[src/bcdd_pkg.sv]
// Shared widths, constants and types for the BCD display packer.
`default_nettype none
package bcdd_pkg;
    localparam int unsigned READING_W = 16;
    localparam int unsigned BYTE_W    = 8;
    localparam int unsigned DIGITS    = 4;
    localparam int unsigned NIB_W     = 4;
    localparam int unsigned POS_W     = $clog2(DIGITS);
    localparam int unsigned WORD_W    = DIGITS * NIB_W;

    localparam logic [NIB_W-1:0] BLANK_NIB = 4'hF;

    // Values at or above this show only their leading four digits.
    localparam logic [READING_W-1:0] FIVE_DIGIT_MIN = 16'd10000;

    // Reciprocal constants for the divide-by-constant steps.
    localparam logic [15:0] RECIP_10_16  = 16'd52429;  // /10 with >>19, v < 65536
    localparam logic [13:0] RECIP_1000   = 14'd8389;   // /1000 with >>23, v < 10000
    localparam logic [5:0]  RECIP_100    = 6'd41;      // /100 with >>12, v < 1000
    localparam logic [7:0]  RECIP_10_7   = 8'd205;     // /10 with >>11, v < 100

    // Stall flag and scroll position travel with each item.
    typedef struct packed {
        logic             stall;
        logic [POS_W-1:0] pos;
    } t_side;
endpackage
`default_nettype wire

[src/bcdd_if.sv]
// Valid/ready channel interfaces for input items and result items.
`default_nettype none
interface bcdd_in_if;
    logic                              valid;
    logic                              ready;
    logic [bcdd_pkg::READING_W-1:0]    speed_reading;
    logic [bcdd_pkg::READING_W-1:0]    dwell_reading;
    logic                              show_dwell;

    modport source (output valid, output speed_reading, output dwell_reading,
                    output show_dwell, input ready);
    modport sink   (input valid, input speed_reading, input dwell_reading,
                    input show_dwell, output ready);
endinterface

interface bcdd_out_if;
    logic                           valid;
    logic                           ready;
    logic [bcdd_pkg::BYTE_W-1:0]    upper_byte;
    logic [bcdd_pkg::BYTE_W-1:0]    lower_byte;

    modport source (output valid, output upper_byte, output lower_byte, input ready);
    modport sink   (input valid, input upper_byte, input lower_byte, output ready);
endinterface
`default_nettype wire

[src/bcd_display_with_stall_scroll_core.sv]
// Top level: four-digit BCD display packer with a stall scroll pattern.
`default_nettype none
// Takes one update item per cycle unless o_item.ready holds the output
// (speed, dwell, panel switch) and returns one result item per input item:
// two bytes holding four BCD nibbles, most significant digit in the high
// nibble of o_item.upper_byte, 0xF for a blank digit. With nonzero speed the
// selected reading is shown in decimal, leading zeros blanked; readings of
// 10000 or more show their four leading digits. A zero speed advances the
// scroll position (mod 4, reset 0, advanced before use) and shows all blanks
// with a single 0 at that position, position 0 being the low nibble of
// o_item.lower_byte. Throughput is one item per cycle while o_item.ready
// lets the output move; each item passes through the five-register pipeline
// (capture, divide-by-ten fold, thousands, hundreds, digit assembly).
// Every stage has its own valid bit and loads whenever its successor frees up,
// so bubbles collapse while the output waits on o_item.ready.
module bcd_display_with_stall_scroll_core (
    input  wire logic  i_clk,
    input  wire logic  i_rst_n,
    bcdd_in_if.sink    i_item,
    bcdd_out_if.source o_item
);
    import bcdd_pkg::*;

    // ---------------- stage valids and enables ----------------
    logic r_a_v, r_b_v, r_c_v, r_d_v, r_o_v;
    logic en_a, en_b, en_c, en_d, en_o;

    assign en_o = !r_o_v || o_item.ready;
    assign en_d = !r_d_v || en_o;
    assign en_c = !r_c_v || en_d;
    assign en_b = !r_b_v || en_c;
    assign en_a = !r_a_v || en_b;

    assign i_item.ready = en_a;

    logic accept;
    assign accept = i_item.valid && en_a;

    // ---------------- scroll position ----------------
    logic [POS_W-1:0] r_scroll;
    logic [POS_W-1:0] n_scroll;
    logic             in_stall;

    assign in_stall = (i_item.speed_reading == '0);
    // Advance before use, wrapping at the digit count.
    assign n_scroll = (r_scroll == POS_W'(DIGITS - 1)) ? '0 : r_scroll + 1'b1;

    // ---------------- stage A: capture ----------------
    logic [READING_W-1:0] r_a_val;
    t_side                r_a_side;

    // ---------------- stage B: fold five-digit values ----------------
    logic [31:0] b_prod;
    logic [13:0] b_val;
    logic [13:0] r_b_val;
    t_side       r_b_side;

    assign b_prod = 32'(r_a_val) * 32'(RECIP_10_16);
    assign b_val  = (r_a_val >= FIVE_DIGIT_MIN) ? 14'(b_prod[31:19]) : r_a_val[13:0];

    // ---------------- stage C: thousands digit ----------------
    logic [27:0]      c_prod;
    logic [NIB_W-1:0] r_c_d3;
    logic [13:0]      r_c_val;
    t_side            r_c_side;

    assign c_prod = 28'(r_b_val) * 28'(RECIP_1000);

    // ---------------- stage D: hundreds digit ----------------
    logic [13:0]      d_rem_full;
    logic [9:0]       d_rem;
    logic [15:0]      d_prod;
    logic [9:0]       r_d_rem;
    logic [NIB_W-1:0] r_d_d3, r_d_d2;
    t_side            r_d_side;

    assign d_rem_full = r_c_val - 14'(r_c_d3) * 14'd1000;
    assign d_rem      = d_rem_full[9:0];
    assign d_prod     = 16'(d_rem) * 16'(RECIP_100);

    // ---------------- stage O: tens, units, blanking ----------------
    logic [9:0]       o_rem_full;
    logic [6:0]       o_rem;
    logic [14:0]      o_prod;
    logic [NIB_W-1:0] o_d1, o_d0;
    logic [6:0]       o_units_full;
    logic             show3, show2, show1;
    logic [WORD_W-1:0] o_word_num, o_word_scroll, o_word;
    logic [WORD_W-1:0] r_o_word;

    assign o_rem_full   = r_d_rem - 10'(r_d_d2) * 10'd100;
    assign o_rem        = o_rem_full[6:0];
    assign o_prod       = 15'(o_rem) * 15'(RECIP_10_7);
    assign o_d1         = o_prod[14:11];
    assign o_units_full = o_rem - 7'(o_d1) * 7'd10;
    assign o_d0         = o_units_full[NIB_W-1:0];

    // Leading-zero blanking; the units digit always shows.
    assign show3 = (r_d_d3 != '0);
    assign show2 = show3 || (r_d_d2 != '0);
    assign show1 = show2 || (o_d1 != '0);

    assign o_word_num = {show3 ? r_d_d3 : BLANK_NIB,
                         show2 ? r_d_d2 : BLANK_NIB,
                         show1 ? o_d1   : BLANK_NIB,
                         o_d0};

    // All blanks except a zero nibble at the scroll position.
    always_comb begin
        o_word_scroll = '1;
        o_word_scroll[r_d_side.pos*NIB_W +: NIB_W] = '0;
    end

    assign o_word = r_d_side.stall ? o_word_scroll : o_word_num;

    // ---------------- control registers ----------------
    always_ff @(posedge i_clk) begin
        if (!i_rst_n) begin
            r_a_v    <= 1'b0;
            r_b_v    <= 1'b0;
            r_c_v    <= 1'b0;
            r_d_v    <= 1'b0;
            r_o_v    <= 1'b0;
            r_scroll <= '0;
        end else begin
            if (en_a) r_a_v <= i_item.valid;
            if (en_b) r_b_v <= r_a_v;
            if (en_c) r_c_v <= r_b_v;
            if (en_d) r_d_v <= r_c_v;
            if (en_o) r_o_v <= r_d_v;
            if (accept && in_stall) r_scroll <= n_scroll;
        end
    end

    // ---------------- payload registers ----------------
    always_ff @(posedge i_clk) begin
        if (en_a) begin
            r_a_val        <= i_item.show_dwell ? i_item.dwell_reading
                                                : i_item.speed_reading;
            r_a_side.stall <= in_stall;
            r_a_side.pos   <= n_scroll;
        end
        if (en_b) begin
            r_b_val  <= b_val;
            r_b_side <= r_a_side;
        end
        if (en_c) begin
            r_c_d3   <= c_prod[26:23];
            r_c_val  <= r_b_val;
            r_c_side <= r_b_side;
        end
        if (en_d) begin
            r_d_rem  <= d_rem;
            r_d_d3   <= r_c_d3;
            r_d_d2   <= d_prod[15:12];
            r_d_side <= r_c_side;
        end
        if (en_o) begin
            r_o_word <= o_word;
        end
    end

    assign o_item.valid      = r_o_v;
    assign o_item.upper_byte = r_o_word[WORD_W-1:BYTE_W];
    assign o_item.lower_byte = r_o_word[BYTE_W-1:0];

`ifndef SYNTH
    // A stalled item moves the scroll position on by one.
    a_scroll_step: assert property (@(posedge i_clk) disable iff (!i_rst_n)
        (accept && in_stall) |=> (r_scroll == $past(n_scroll)))
        else $error("scroll position did not advance on stalled item");

    // Running items leave the scroll position alone.
    a_scroll_hold: assert property (@(posedge i_clk) disable iff (!i_rst_n)
        !(accept && in_stall) |=> $stable(r_scroll))
        else $error("scroll position changed without a stalled item");

    // Decimal digits stay in range after the reciprocal divides.
    a_digit_range: assert property (@(posedge i_clk) disable iff (!i_rst_n)
        r_d_v |-> (r_d_d3 <= 4'd9) && (r_d_d2 <= 4'd9) && (o_d1 <= 4'd9) && (o_d0 <= 4'd9))
        else $error("BCD digit out of range");

    // A numeric result always shows its units digit.
    a_units_shown: assert property (@(posedge i_clk) disable iff (!i_rst_n)
        (en_o && r_d_v && !r_d_side.stall) |=> (o_item.lower_byte[NIB_W-1:0] != BLANK_NIB))
        else $error("units digit blanked on a numeric result");
`endif
endmodule
`default_nettype wire

[src/flat_wrapper.sv]
// flat-port wrapper written by rule: the top's interface ports become plain ports
module bcd_display_with_stall_scroll_core_flat import bcdd_pkg::*;
  (i_clk, i_rst_n, i_item_valid, i_item_speed_reading, i_item_dwell_reading, i_item_show_dwell, i_item_ready, o_item_valid, o_item_upper_byte, o_item_lower_byte, o_item_ready);
  bcdd_in_if i_item_i ();
  bcdd_out_if o_item_i ();
  input  wire logic i_clk;
  input  wire logic i_rst_n;
  input wire logic [$bits(i_item_i.valid)-1:0] i_item_valid;
  input wire logic [$bits(i_item_i.speed_reading)-1:0] i_item_speed_reading;
  input wire logic [$bits(i_item_i.dwell_reading)-1:0] i_item_dwell_reading;
  input wire logic [$bits(i_item_i.show_dwell)-1:0] i_item_show_dwell;
  output wire logic [$bits(i_item_i.ready)-1:0] i_item_ready;
  output wire logic [$bits(o_item_i.valid)-1:0] o_item_valid;
  output wire logic [$bits(o_item_i.upper_byte)-1:0] o_item_upper_byte;
  output wire logic [$bits(o_item_i.lower_byte)-1:0] o_item_lower_byte;
  input wire logic [$bits(o_item_i.ready)-1:0] o_item_ready;
  assign i_item_i.valid = i_item_valid;
  assign i_item_i.speed_reading = i_item_speed_reading;
  assign i_item_i.dwell_reading = i_item_dwell_reading;
  assign i_item_i.show_dwell = i_item_show_dwell;
  assign i_item_ready = i_item_i.ready;
  assign o_item_valid = o_item_i.valid;
  assign o_item_upper_byte = o_item_i.upper_byte;
  assign o_item_lower_byte = o_item_i.lower_byte;
  assign o_item_i.ready = o_item_ready;
  bcd_display_with_stall_scroll_core u_core (.i_clk(i_clk), .i_rst_n(i_rst_n), .i_item(i_item_i), .o_item(o_item_i));
endmodule
[config.mk]
export PLATFORM = sky130hd
export DESIGN_NAME = bcd_display_with_stall_scroll_core_flat
export DESIGN_NICKNAME = d
export VERILOG_FILES = /design/src/bcdd_pkg.sv /design/src/bcdd_if.sv /design/src/bcd_display_with_stall_scroll_core.sv /design/src/flat_wrapper.sv
export SDC_FILE = /design/constraint.sdc
export NUM_CORES = 1
export LEC_CHECK = 0
export ABC_AREA = 0
export BUFFER_PORTS_ARGS = -buffer_cell sky130_fd_sc_hd__buf_4
export CORE_ASPECT_RATIO = 1.75
export CORE_UTILIZATION = 35
export CTS_BUF_LIST = sky130_fd_sc_hd__clkbuf_16
export DETAILED_ROUTE_END_ITERATION = 10
export PLACE_DENSITY_LB_ADDON = 0.08
export SLEW_MARGIN = 20
export SYNTH_ARGS = -nofsm -noshare
export SYNTH_HDL_FRONTEND = slang
export SYNTH_SLANG_ARGS = --single-unit
[constraint.sdc]
create_clock -name i_clk -period 7.6 [get_ports i_clk]
set_input_delay 1.14 -clock i_clk [delete_from_list [all_inputs] [get_ports i_clk]]
set_output_delay 1.14 -clock i_clk [all_outputs]
set_load 0.01 [all_outputs]
-- Word level (Yosys, flattened, before mapping)
Cells that the tools add are included.
- bits in registers: 94
- input port bits: 37
- output and inout bits: 18
- word-level logic and storage cells: 66
- add/subtract/negate cells: 5
- multipliers: 7
- $lt $le $gt $ge: 1
- eq/ne operators: 1
- shift operators: 2
- multiplexer cells: 7
- bitwise operators: 2
- reduce and logical (&&, ||, !) cells: 18
- operators with widths (cell ; count):
    $neg 4->34 ; 1
    $shift 4x34->16 const A ; 1
    $shiftx 4x34->16 const A ; 1
    $mul 16x16->32 const B ; 1
    $mux 16 ; 2
    $mul 14x14->27 const B ; 1
    $ge 16x14->1 const B ; 1
    $logic_not 16->1 ; 1
    $mul 10x6->16 const B ; 1
    $not 16->16 ; 1
    $or 16x16->16 ; 1
    $mul 7x8->15 const B ; 1
    $mux 13 ; 1
    $mux 4 ; 3
    $reduce_bool 4->1 ; 3
    $sub 10x10->10 ; 1
    $logic_or 1x1->1 ; 7
    $mul 4x7->7 const B ; 1
    $sub 7x7->7 ; 1
    $logic_not 1->1 ; 5
    $mul 4x5->5 const B ; 1
    $mul 4x3->3 const B ; 1
    $sub 4x4->4 ; 1
    $add 2x1->2 const B ; 1
    other kinds (3) ; 4

-- Logic depth before layout (Yosys ltp)
Gate-level depths: netlist of run 1.
- depth after elaboration: 8
- depth in mapped cells: 26
- gate-level depth less buffers: 26

-- Least setup slack after synthesis of run 1
Ideal clock, no wire load.
- path kind: reg2reg
- start: register u_core.r_a_val[6]
- end: register u_core.r_b_val[11], data pin
- library setup time: 0.271 ns
- arrival: 5.408 ns
- slack: 1.921 ns
- stages on the path, launching flop included: 21
- clock period less this slack: 5.679 ns
- path through: edfxtp_1 > inv_1 > ha_1 > inv_1 > fa_1 > inv_1 > fa_1 > fa_1 > inv_1 > fa_1 > fa_1 > inv_1 > ha_1 > and3_1 > a221o_1 > a21oi_1 > o21ai_0 > o31a_1 > a31o_2 > xnor2_1 > a21oi_1
- longest elaborated chain between the ends: 2
- elaborated cells between the ends (all ways): 3
- classes of those cells: 1 x mul; 1 x order compare; 1 x mux
- ends and longest elaborated chain (item ; RTL line ; source):
    from (decl) ; bcd_display_with_stall_scroll_core.sv:49 ; logic [READING_W-1:0] r_a_val;
    from (signal assigned) ; bcd_display_with_stall_scroll_core.sv:138 ; r_a_val <= i_item.show_dwell ? i_item.dwell_reading
    $mul 16x16->32 or $ge 16x14->1 (tied branches) ; bcd_display_with_stall_scroll_core.sv:58, bcd_display_with_stall_scroll_core.sv:59 ;
    $mux 13 * ; bcd_display_with_stall_scroll_core.sv:59 ; assign b_val = (r_a_val >= FIVE_DIGIT_MIN) ? 14'(b_prod[31:19]) : r_a_val[13:0];
    named net u_core.b_val[11] ; bcd_display_with_stall_scroll_core.sv:54 ; logic [13:0] b_val;
    to (signal assigned) ; bcd_display_with_stall_scroll_core.sv:144 ; r_b_val <= b_val;
    to (decl) ; bcd_display_with_stall_scroll_core.sv:55 ; logic [13:0] r_b_val;
The timed path passes the listed nets; every way through them passes the cells marked *.
A chain may end at the register's enable or synchronous reset.

-- Final worst setup path of run 1
- start: register u_core.r_a_val[7]
- end: register u_core.r_b_val[11], data pin
The elaborated chain is that of the path after synthesis.

==> results of run 1 <==
==> synth_stat cells (8+ instances only) <==
| library cell | instances | area [µm²] |
|---|---|---|
| nor3_1 | 8 | 40.04 |
| ha_1 | 319 | 3991 |
| o21ai_0 | 31 | 155.2 |
| and3_1 | 8 | 50.05 |
| nor2_1 | 27 | 101.4 |
| inv_1 | 304 | 1141 |
| a21oi_1 | 39 | 195.2 |
| xor2_1 | 12 | 105.1 |
| fa_1 | 121 | 2422 |
| o21a_1 | 15 | 112.6 |
| xnor2_1 | 27 | 236.5 |
| nor4_1 | 9 | 56.30 |
| edfxtp_1 | 87 | 2613 |
| nand3_1 | 14 | 70.07 |
| mux2_2 | 17 | 191.4 |
| nor2b_1 | 9 | 56.30 |
| a21o_1 | 21 | 157.7 |
| nand2_1 | 24 | 90.09 |
==> routing by layer <==
metal  vias to the layer above  track usage [%]  part of all wire, %
li1                       4049                -                    -
met4                         0            8.754                  4.5
met2                        86            37.35                   60
met5                         -                0                    0
met3                        49            1.895                  1.5
met1                      4037            16.87                   34
==> cell type report <==
class                           count  area share [%]
Timing Repair Buffer               54           2.941
Multi-Input combinational cell    773           62.51
Clock buffer                        9           1.634
Inverter                          304           8.280
Tap cell                          465           4.222
Clock inverter                      7          0.4448
Sequential cell                    94           19.97
==> logic make-up (layout without fill, tap and decap cells) <==
group	after synthesis	count (layout)	synth area share [%]
muxes	18	18	1.609
and+or+nand+nor	127	127	5.296
adders and majority gates	440	440	51.22
DFF	94	94	21.98
xor gates and xnor gates	39	39	2.728
AOI/OAI and AO/OA	149	149	7.904
buffers and inverters	309	374	9.263
==> registers in the layout (all words and copies together), names as in the netlist, 4 cells and up <==
name	count
u_core.r_a_val	16
u_core.r_o_word	16
u_core.r_b_val	14
u_core.r_c_val	10
u_core.r_d_rem	7
u_core.r_c_d3	4
u_core.r_d_d2	4
u_core.r_d_d3	4
==> metrics by stage <==
step | util (%) | instance area [µm²] | instances
2_1_floorplan | - | 12520 | 1176
3_3_place_gp | 38.22 | 13490 | 1690
3_5_place_dp | 38.22 | 13490 | 1690
4_1_cts | 39.03 | 13780 | 1706
5_1_grt | 39.05 | 13780 | 1706
6_report | 39.05 | 13780 | 1706
==> how the worst max path moves through the flow <==
| stage | startpoint | end | slack, ns | depth (start not counted) |
|---|---|---|---|---|
| floorplan | u_core.r_a_val[6] | u_core.r_b_val[11] | 1.92 | 20 |
| global placement | u_core.r_a_val[7] | u_core.r_b_val[11] | 1.46 | 20 |
| detailed placement | u_core.r_a_val[7] | u_core.r_b_val[11] | 1.41 | 20 |
| CTS | u_core.r_a_val[7] | u_core.r_b_val[11] | 1.38 | 20 |
| global route | u_core.r_a_val[6] | u_core.r_b_val[11] | 1.10 | 20 |
| finish | u_core.r_a_val[7] | u_core.r_b_val[11] | 1.39 | 20 |
==> critical path: stages, from the launching register on <==
cell	delay (ns)
edfxtp_1	0.47
inv_1	0.16
ha_1	0.32
inv_1	0.09
fa_1	0.56
inv_1	0.06
fa_1	0.50
fa_1	0.57
inv_1	0.06
fa_1	0.51
fa_1	0.55
inv_1	0.04
ha_1	0.31
and3_1	0.22
a221o_1	0.34
a21oi_1	0.14
o21ai_0	0.13
o31a_1	0.39
a31o_2	0.27
xnor2_1	0.15
a21oi_1	0.08
==> placed cells by master (no fill, tap or decap), drive strengths merged, types with 12 or more instances in the layout <==
cell type and count:
xnor2 27, nand2 24, nand3 14, edfxtp 87, xor2 12, fa 121
nor2 27, a21oi 40, buf 54, inv 310, ha 319, mux2 17
o21ai 32, o21a 15, a21o 21
==> metrics.yaml, run 1 <==
synth_nets: 1653
r2r_end: "u_core.r_b_val[11]"
critical_path_class: "reg2reg"
dr.pass1.iters: 5
timing.hold.ws_ns: 0.4232
grt_overflow: 0
post_cts_buffers: 0
place_ws_ns: 1.408
post_cts_resized: 0
crit_path_start_kind: "flop"
ant_nets: 0
rsz0062_at_grt: "no"
fin_skew_ns: 0.01110
antenna_cells: 0
ios: 55
clockBufferDepth: 2
synth-async-reset-ratio_pct: 0
hold_viol: 0
drcViolationCount: 0
finalCriticalPeriod_ns: 6.214
cts.htree.levels: 3
postSynthAreaPerCell_um2: 10.65
ys.flop_type: "edfxtp_1"
viasPerCell: 4.819
antenna_found_initial: 0
io_buffers: 54
syn_area_um2: 12520
grt_max_degree: 23
die_w_um: 145.0
cts_made_buffers: 9
synth.distinct_cells: 56
reg2reg_depth: 20
area_growth_pct: 10.06
fmax_ghz: 0.1609
clkSinkCount: 94
cts_hold_repair.buffers: 0
endpoint_kind: "flop"
cp_data_required_time_ns: 7.67
yosysWarnings: 0
multiInputGateArea_um2: 8615
crit_arrival_ns: 6.29
syn_inst: 1176
wl_per_cell_um: 18.21
hpwl_um: 27510
first_global_vias: 9164
wl_um: 31060
min_path_type: "reg2reg"
setup_viol: 0
layout.nets: 1713
vias: 8221
clkLatencyLatePin_ns: 0.37
report.final.slew_viol_count: 0
drive_gt1_share_pct: 8.058
rrSetupSlack_ns: 1.39
slew_headroom_pct: 40.89
seqCellArea_um2: 2753
finalSetupTns_ns: 0
die-area_um2: 36570
coreArea_um2: 35300
min_from: "u_core.r_c_side[0]"
cts_tree: "yes"
yosysSeqAreaShare_pct: 21.98
grt_pass1_wl_um: 48890
routabilityCongestion: 0.8856
crit_path_max_fanout: 6
grtUsageTotal_pct: 17.92
post-route-period-util_pct: 81.76
timing.rr.start: "u_core.r_a_val[7]"
clkTransAtPathRegs_ns: 0.07
first_iter_violations: 210
initial_utilization_pct: 35.48
synth_enable_flop_cells: 87
tightest_slew_ns: 0.8845
layout_setup_ws_ns: 1.386
synth-seq-cells: 94
hold_path_end: "u_core.r_d_side[0]"
drv_cap: 0
outcome: "finished, final reports clean"
hold_depth: 0
fp-row-count: 91
cts_root_buf: "clkbuf_16"
n_fill_cell: 3613
die_h_um: 252.2
Power of run 1 is left out: the tool's default activity adds up to more than one toggle a clock period on the data nets, which glitch-free logic cannot reach.
==> run 2: changes to the inputs <==
clock period = 5.1 ns   (was 7.6 ns; I/O delays follow)
==> run 2 against run 1 <==
  * Critical path depth unchanged
  * Hold slack worse by 0.0095 ns
  * First-iteration DRC count down 8.1%
  * Maximum frequency up 13%
  * Largest cell class unchanged
  * Clock-buffer cell count unchanged
  * The flow now finishes with violations (negative setup slack)
  * Via count up 7.1%
==> metrics.yaml, run 2 (synthesis gave the netlist of run 1 again) <==
layout.nets: 1878
io_buffers: 54
layout_setup_ws_ns: -0.4108
finalCriticalPeriod_ns: 5.511
slew_headroom_pct: 45.12
slowest_stage: "fa_1"
hpwl_um: 28800
cp_common_cell: "fa_1"
tightest_slew_ns: 0.8211
post-route-period-util_pct: 108.1
clkTransAtPathRegs_ns: 0.07
timing.hold.ws_ns: 0.4137
timing.rr.start: "u_core.r_a_val[2]"
crit_path_max_fanout: 5
drv_cap: 0
placed_area_um2: 14640
fmax_ghz: 0.1815
cts_hold_repair.buffers: 0
die_h_um: 252.2
viasPerCell: 4.704
clkSinkCount: 94
first_global_vias: 9728
finalSetupTns_ns: -4.052
wl_um: 32680
fin_skew_ns: 0.01181
hold_path_end: "u_core.r_d_side[0]"
min_path_type: "reg2reg"
critical_path_class: "reg2reg"
r2r_end: "u_core.r_b_val[7]"
most-common-layout-cells: "290 x ha_1, 285 x inv_1, 208 x buf_4"
outcome: "finished, violations left"
rsz0062_at_grt: "yes"
multiInputGateArea_um2: 9286
grtUsageTotal_pct: 18.77
cpPeakStageDelay_ns: 0.52
ios: 55
grt_overflow: 0
reg_top3: "u_core.r_a_val x16, u_core.r_o_word x16, u_core.r_b_val x14"
layout_commonest_cell: "ha_1"
grt_pass1_wl_um: 51310
rrSetupSlack_ns: -0.41
dr.pass1.iters: 4
violations: "negative setup slack"
crit_arrival_ns: 5.60
die_w_um: 145.0
area_growth_pct: 25.70
clockBufferDepth: 2
vias: 8802
hold_depth: 0
cp_data_required_time_ns: 5.18
report.final.slew_viol_count: 0
routabilityCongestion: 0.8716
crit_path_start_kind: "flop"
cts_tree: "yes"
place_ws_ns: -0.5769
first_iter_violations: 193
min_from: "u_core.r_c_side[0]"
wl_per_cell_um: 17.47
fp-row-count: 91
hold_viol: 0
coreArea_um2: 35300
antenna_found_initial: 0
design_area_um2: 15740
grt_max_degree: 23
cts_made_buffers: 9
cts.htree.levels: 3
antenna_cells: 0
die-area_um2: 36570
initial_utilization_pct: 35.48
drcViolationCount: 0
setup_viol: 13
drive_gt1_share_pct: 25.46
seqCellArea_um2: 2753
clkLatencyLatePin_ns: 0.36
endpoint_kind: "flop"
crit_chain: "ha_4 -> inv_2 -> fa_1 -> inv_1 -> fa_1 -> fa_1 -> inv_1 -> fa_1 -> fa_1 -> inv_2 -> ha_4 -> and3_4 -> a221o_1 -> a21oi_2 -> o21ai_2 -> o31a_1 -> buf_6 -> a21oi_4 -> o21a_1 -> o22ai_2"
n_fill_cell: 3512
reg2reg_depth: 20
ant_nets: 0
cts_root_buf: "clkbuf_16"
==> run 2: changes by cell type in the layout (fill, tap and decap cells not counted), sizes merged <==
cell    change
clkinv      +5
buf       +165
inv         -6
bufinv      +1
==> run 2: final cells by class <==
cell class              instances  area share (%)
clock buffers                   9           1.431
clock inverters                 7          0.4134
inverters                     304           7.266
multi-input cells             773           59.00
flip-flops and latches         94           17.49
well taps                     465           3.696
repair buffers                219           10.71
==> run 2: metrics by stage <==
| step | std cells | utilization (%) |
|---|---|---|
| 2_1_floorplan | 1176 | - |
| 3_3_place_gp | 1823 | 41.46 |
| 3_5_place_dp | 1823 | 41.46 |
| 4_1_cts | 1847 | 43.18 |
| 5_1_grt | 1871 | 44.59 |
| 6_report | 1871 | 44.59 |
==> run 2: how the worst max path moves through the flow <==
stage               cells after the start  slack [ns]            endpoint               from
floorplan                              19       -0.21  u_core.r_b_val[11]  u_core.r_a_val[2]
global placement                       17       -0.51  u_core.r_b_val[11]  u_core.r_a_val[8]
detailed placement                     17       -0.58  u_core.r_b_val[11]  u_core.r_a_val[8]
CTS                                    20       -0.45  u_core.r_b_val[11]  u_core.r_a_val[3]
global route                           21       -0.58   u_core.r_b_val[7]  u_core.r_a_val[2]
finish                                 20       -0.41   u_core.r_b_val[7]  u_core.r_a_val[2]
==> run 2: layer usage <==
layer  vias to the layer above  part of all wire (%)  global-route usage [%]
met5                         -                     0                       0
met4                         0                   4.4                   9.696
met3                        52                   1.3                   2.022
met2                        71                    60                   38.98
met1                      4305                    34                   17.55
li1                       4374                     -                       -
==> run 2: timing repair <==
item | CTS | global route
endpoints found under the setup margin | 17 | 24
setup buffers | 10 | 25
gates resized for setup | 43 | 65
pin swaps | 33 | 49
==> run 2: worst max-delay path: cells and delay by family (launching register included) <==
kind            cells  cell delay, ns
compound gates      7            1.28
fa+ha+maj           7            2.94
simple gates        1            0.18
flops               1            0.50
buf+inv             5            0.33
Power of run 2 is left out for the same reason.
==> run 3: changes to the inputs <==
SETUP_SLACK_MARGIN = 0.4   (was default)
==> run 3 against run 2 <==
  * The run still ends with negative setup slack left
  * Sequential share of layout area decreased by 0.22 points
  * Maximum frequency shrank 0.16%
  * Final area rose by 1.3%
  * Clock-buffer cell count is the same
  * Die area stayed put
  * Clock skew up 0.00061 ns
==> metrics.yaml, run 3 (synthesis gave the netlist of run 1 again) <==
fin_skew_ns: 0.01242
clockBufferDepth: 2
clkTransAtPathRegs_ns: 0.08
first_global_vias: 9688
crit_arrival_ns: 5.75
cts_made_buffers: 9
grtUsageTotal_pct: 18.57
crit_path_max_fanout: 5
most-common-layout-cells: "291 x inv_1, 284 x ha_1, 206 x buf_4"
min_path_type: "reg2reg"
area_growth_pct: 27.31
cp_data_required_time_ns: 5.33
crit_path_start_kind: "flop"
critical_path_class: "reg2reg"
drive_gt1_share_pct: 26.64
cts_hold_repair.buffers: 0
layout_setup_ws_ns: -0.4194
ios: 55
antenna_found_initial: 0
die_h_um: 252.2
tightest_slew_ns: 0.7659
cts.htree.levels: 3
coreArea_um2: 35300
post-route-util_pct: 45.16
report.final.slew_viol_count: 0
ant_nets: 0
hold_viol: 0
grt_pass1_wl_um: 50920
n_fill_cell: 3441
post-route-period-util_pct: 108.2
antenna_cells: 0
io_buffers: 54
fmax_ghz: 0.1812
initial_utilization_pct: 35.48
endpoint_kind: "flop"
routabilityCongestion: 0.8740
grt_max_degree: 23
seqCellArea_um2: 2753
slew_headroom_pct: 48.82
clkSinkCount: 94
wl_per_cell_um: 17.29
reg_top3: "u_core.r_a_val x16, u_core.r_o_word x16, u_core.r_b_val x14"
setup_viol: 14
viasPerCell: 4.708
cts_tree: "yes"
violations: "negative setup slack"
finalCriticalPeriod_ns: 5.519
grt_overflow: 0
finalSetupTns_ns: -4.108
first_iter_violations: 198
outcome: "finished, violations left"
die-area_um2: 36570
dr.pass1.iters: 4
drcViolationCount: 0
cts_root_buf: "clkbuf_16"
layout_commonest_cell: "inv_1"
wl_um: 32310
die_w_um: 145.0
vias: 8800
clkLatencyLatePin_ns: 0.37
rsz0062_at_grt: "yes"
layout.nets: 1876
multiInputGateArea_um2: 9489
drv_cap: 0
hpwl_um: 28440
fp-row-count: 91
==> run 3: critical path, cell delays in order (launching register included) <==
cell and delay (ns):
edfxtp_1 0.50, inv_2 0.07, ha_4 0.28, inv_2 0.04, fa_1 0.49, inv_1 0.05, fa_1 0.49, fa_1 0.42
inv_1 0.08, fa_2 0.44, fa_1 0.52, inv_2 0.05, ha_4 0.27, and3_4 0.19, buf_6 0.12, nand3_4 0.12
a211oi_2 0.17, buf_4 0.15, o31a_1 0.23, buf_4 0.16, nor3_4 0.04, or4_1 0.40, nand3_1 0.10
==> run 3: stage by stage <==
stage	hold slack [ns]	setup WS (ns)	instances	instance area (µm²)
after floorplan	0.4003	-0.2103	1176	12720
after global placement	0.4035	-0.4999	1809	14590
after detailed placement	0.4056	-0.5294	1809	14590
after CTS	0.4223	-0.4409	1850	15510
after global routing	0.4423	-0.6027	1869	15940
final	0.4198	-0.4194	1869	15940
==> run 3: final timing paths <==
kind	endpoint	slack, ns	from	cells after the start
setup / recovery	u_core.r_b_val[9]	-0.42	u_core.r_a_val[2]	22
hold / removal	u_core.r_d_side[1]	0.42	u_core.r_c_side[1]	0
setup reg to reg	u_core.r_b_val[9]	-0.42	u_core.r_a_val[2]	22
hold reg to reg	u_core.r_d_side[1]	0.42	u_core.r_c_side[1]	0
==> run 3: cell type report <==
class                      instances  area share (%)
sequential                        94           17.27
inverter                         304           7.158
tap                              465           3.650
timing repair buffer             217           10.48
multi-input combinational        773           59.52
clock inverter                     7          0.5102
clock buffer                       9           1.413
==> run 3: what timing repair did <==
action / in CTS / in global routing
buffers inserted: 25 / 19
gates resized for setup: 74 / 56
pin swaps: 56 / 25
gates cloned: 0 / 0
setup endpoints to repair: 26 / 27
==> run 3: metal layers <==
metal / up-vias / global-route usage [%] / part of all wire, %
met3: 32 / 1.354 / 0.77
met1: 4339 / 16.97 / 34
met2: 55 / 41.10 / 63
li1: 4374 / - / -
met4: 0 / 6.140 / 2.3
met5: - / 0 / 0
Power of run 3 is left out for the same reason.
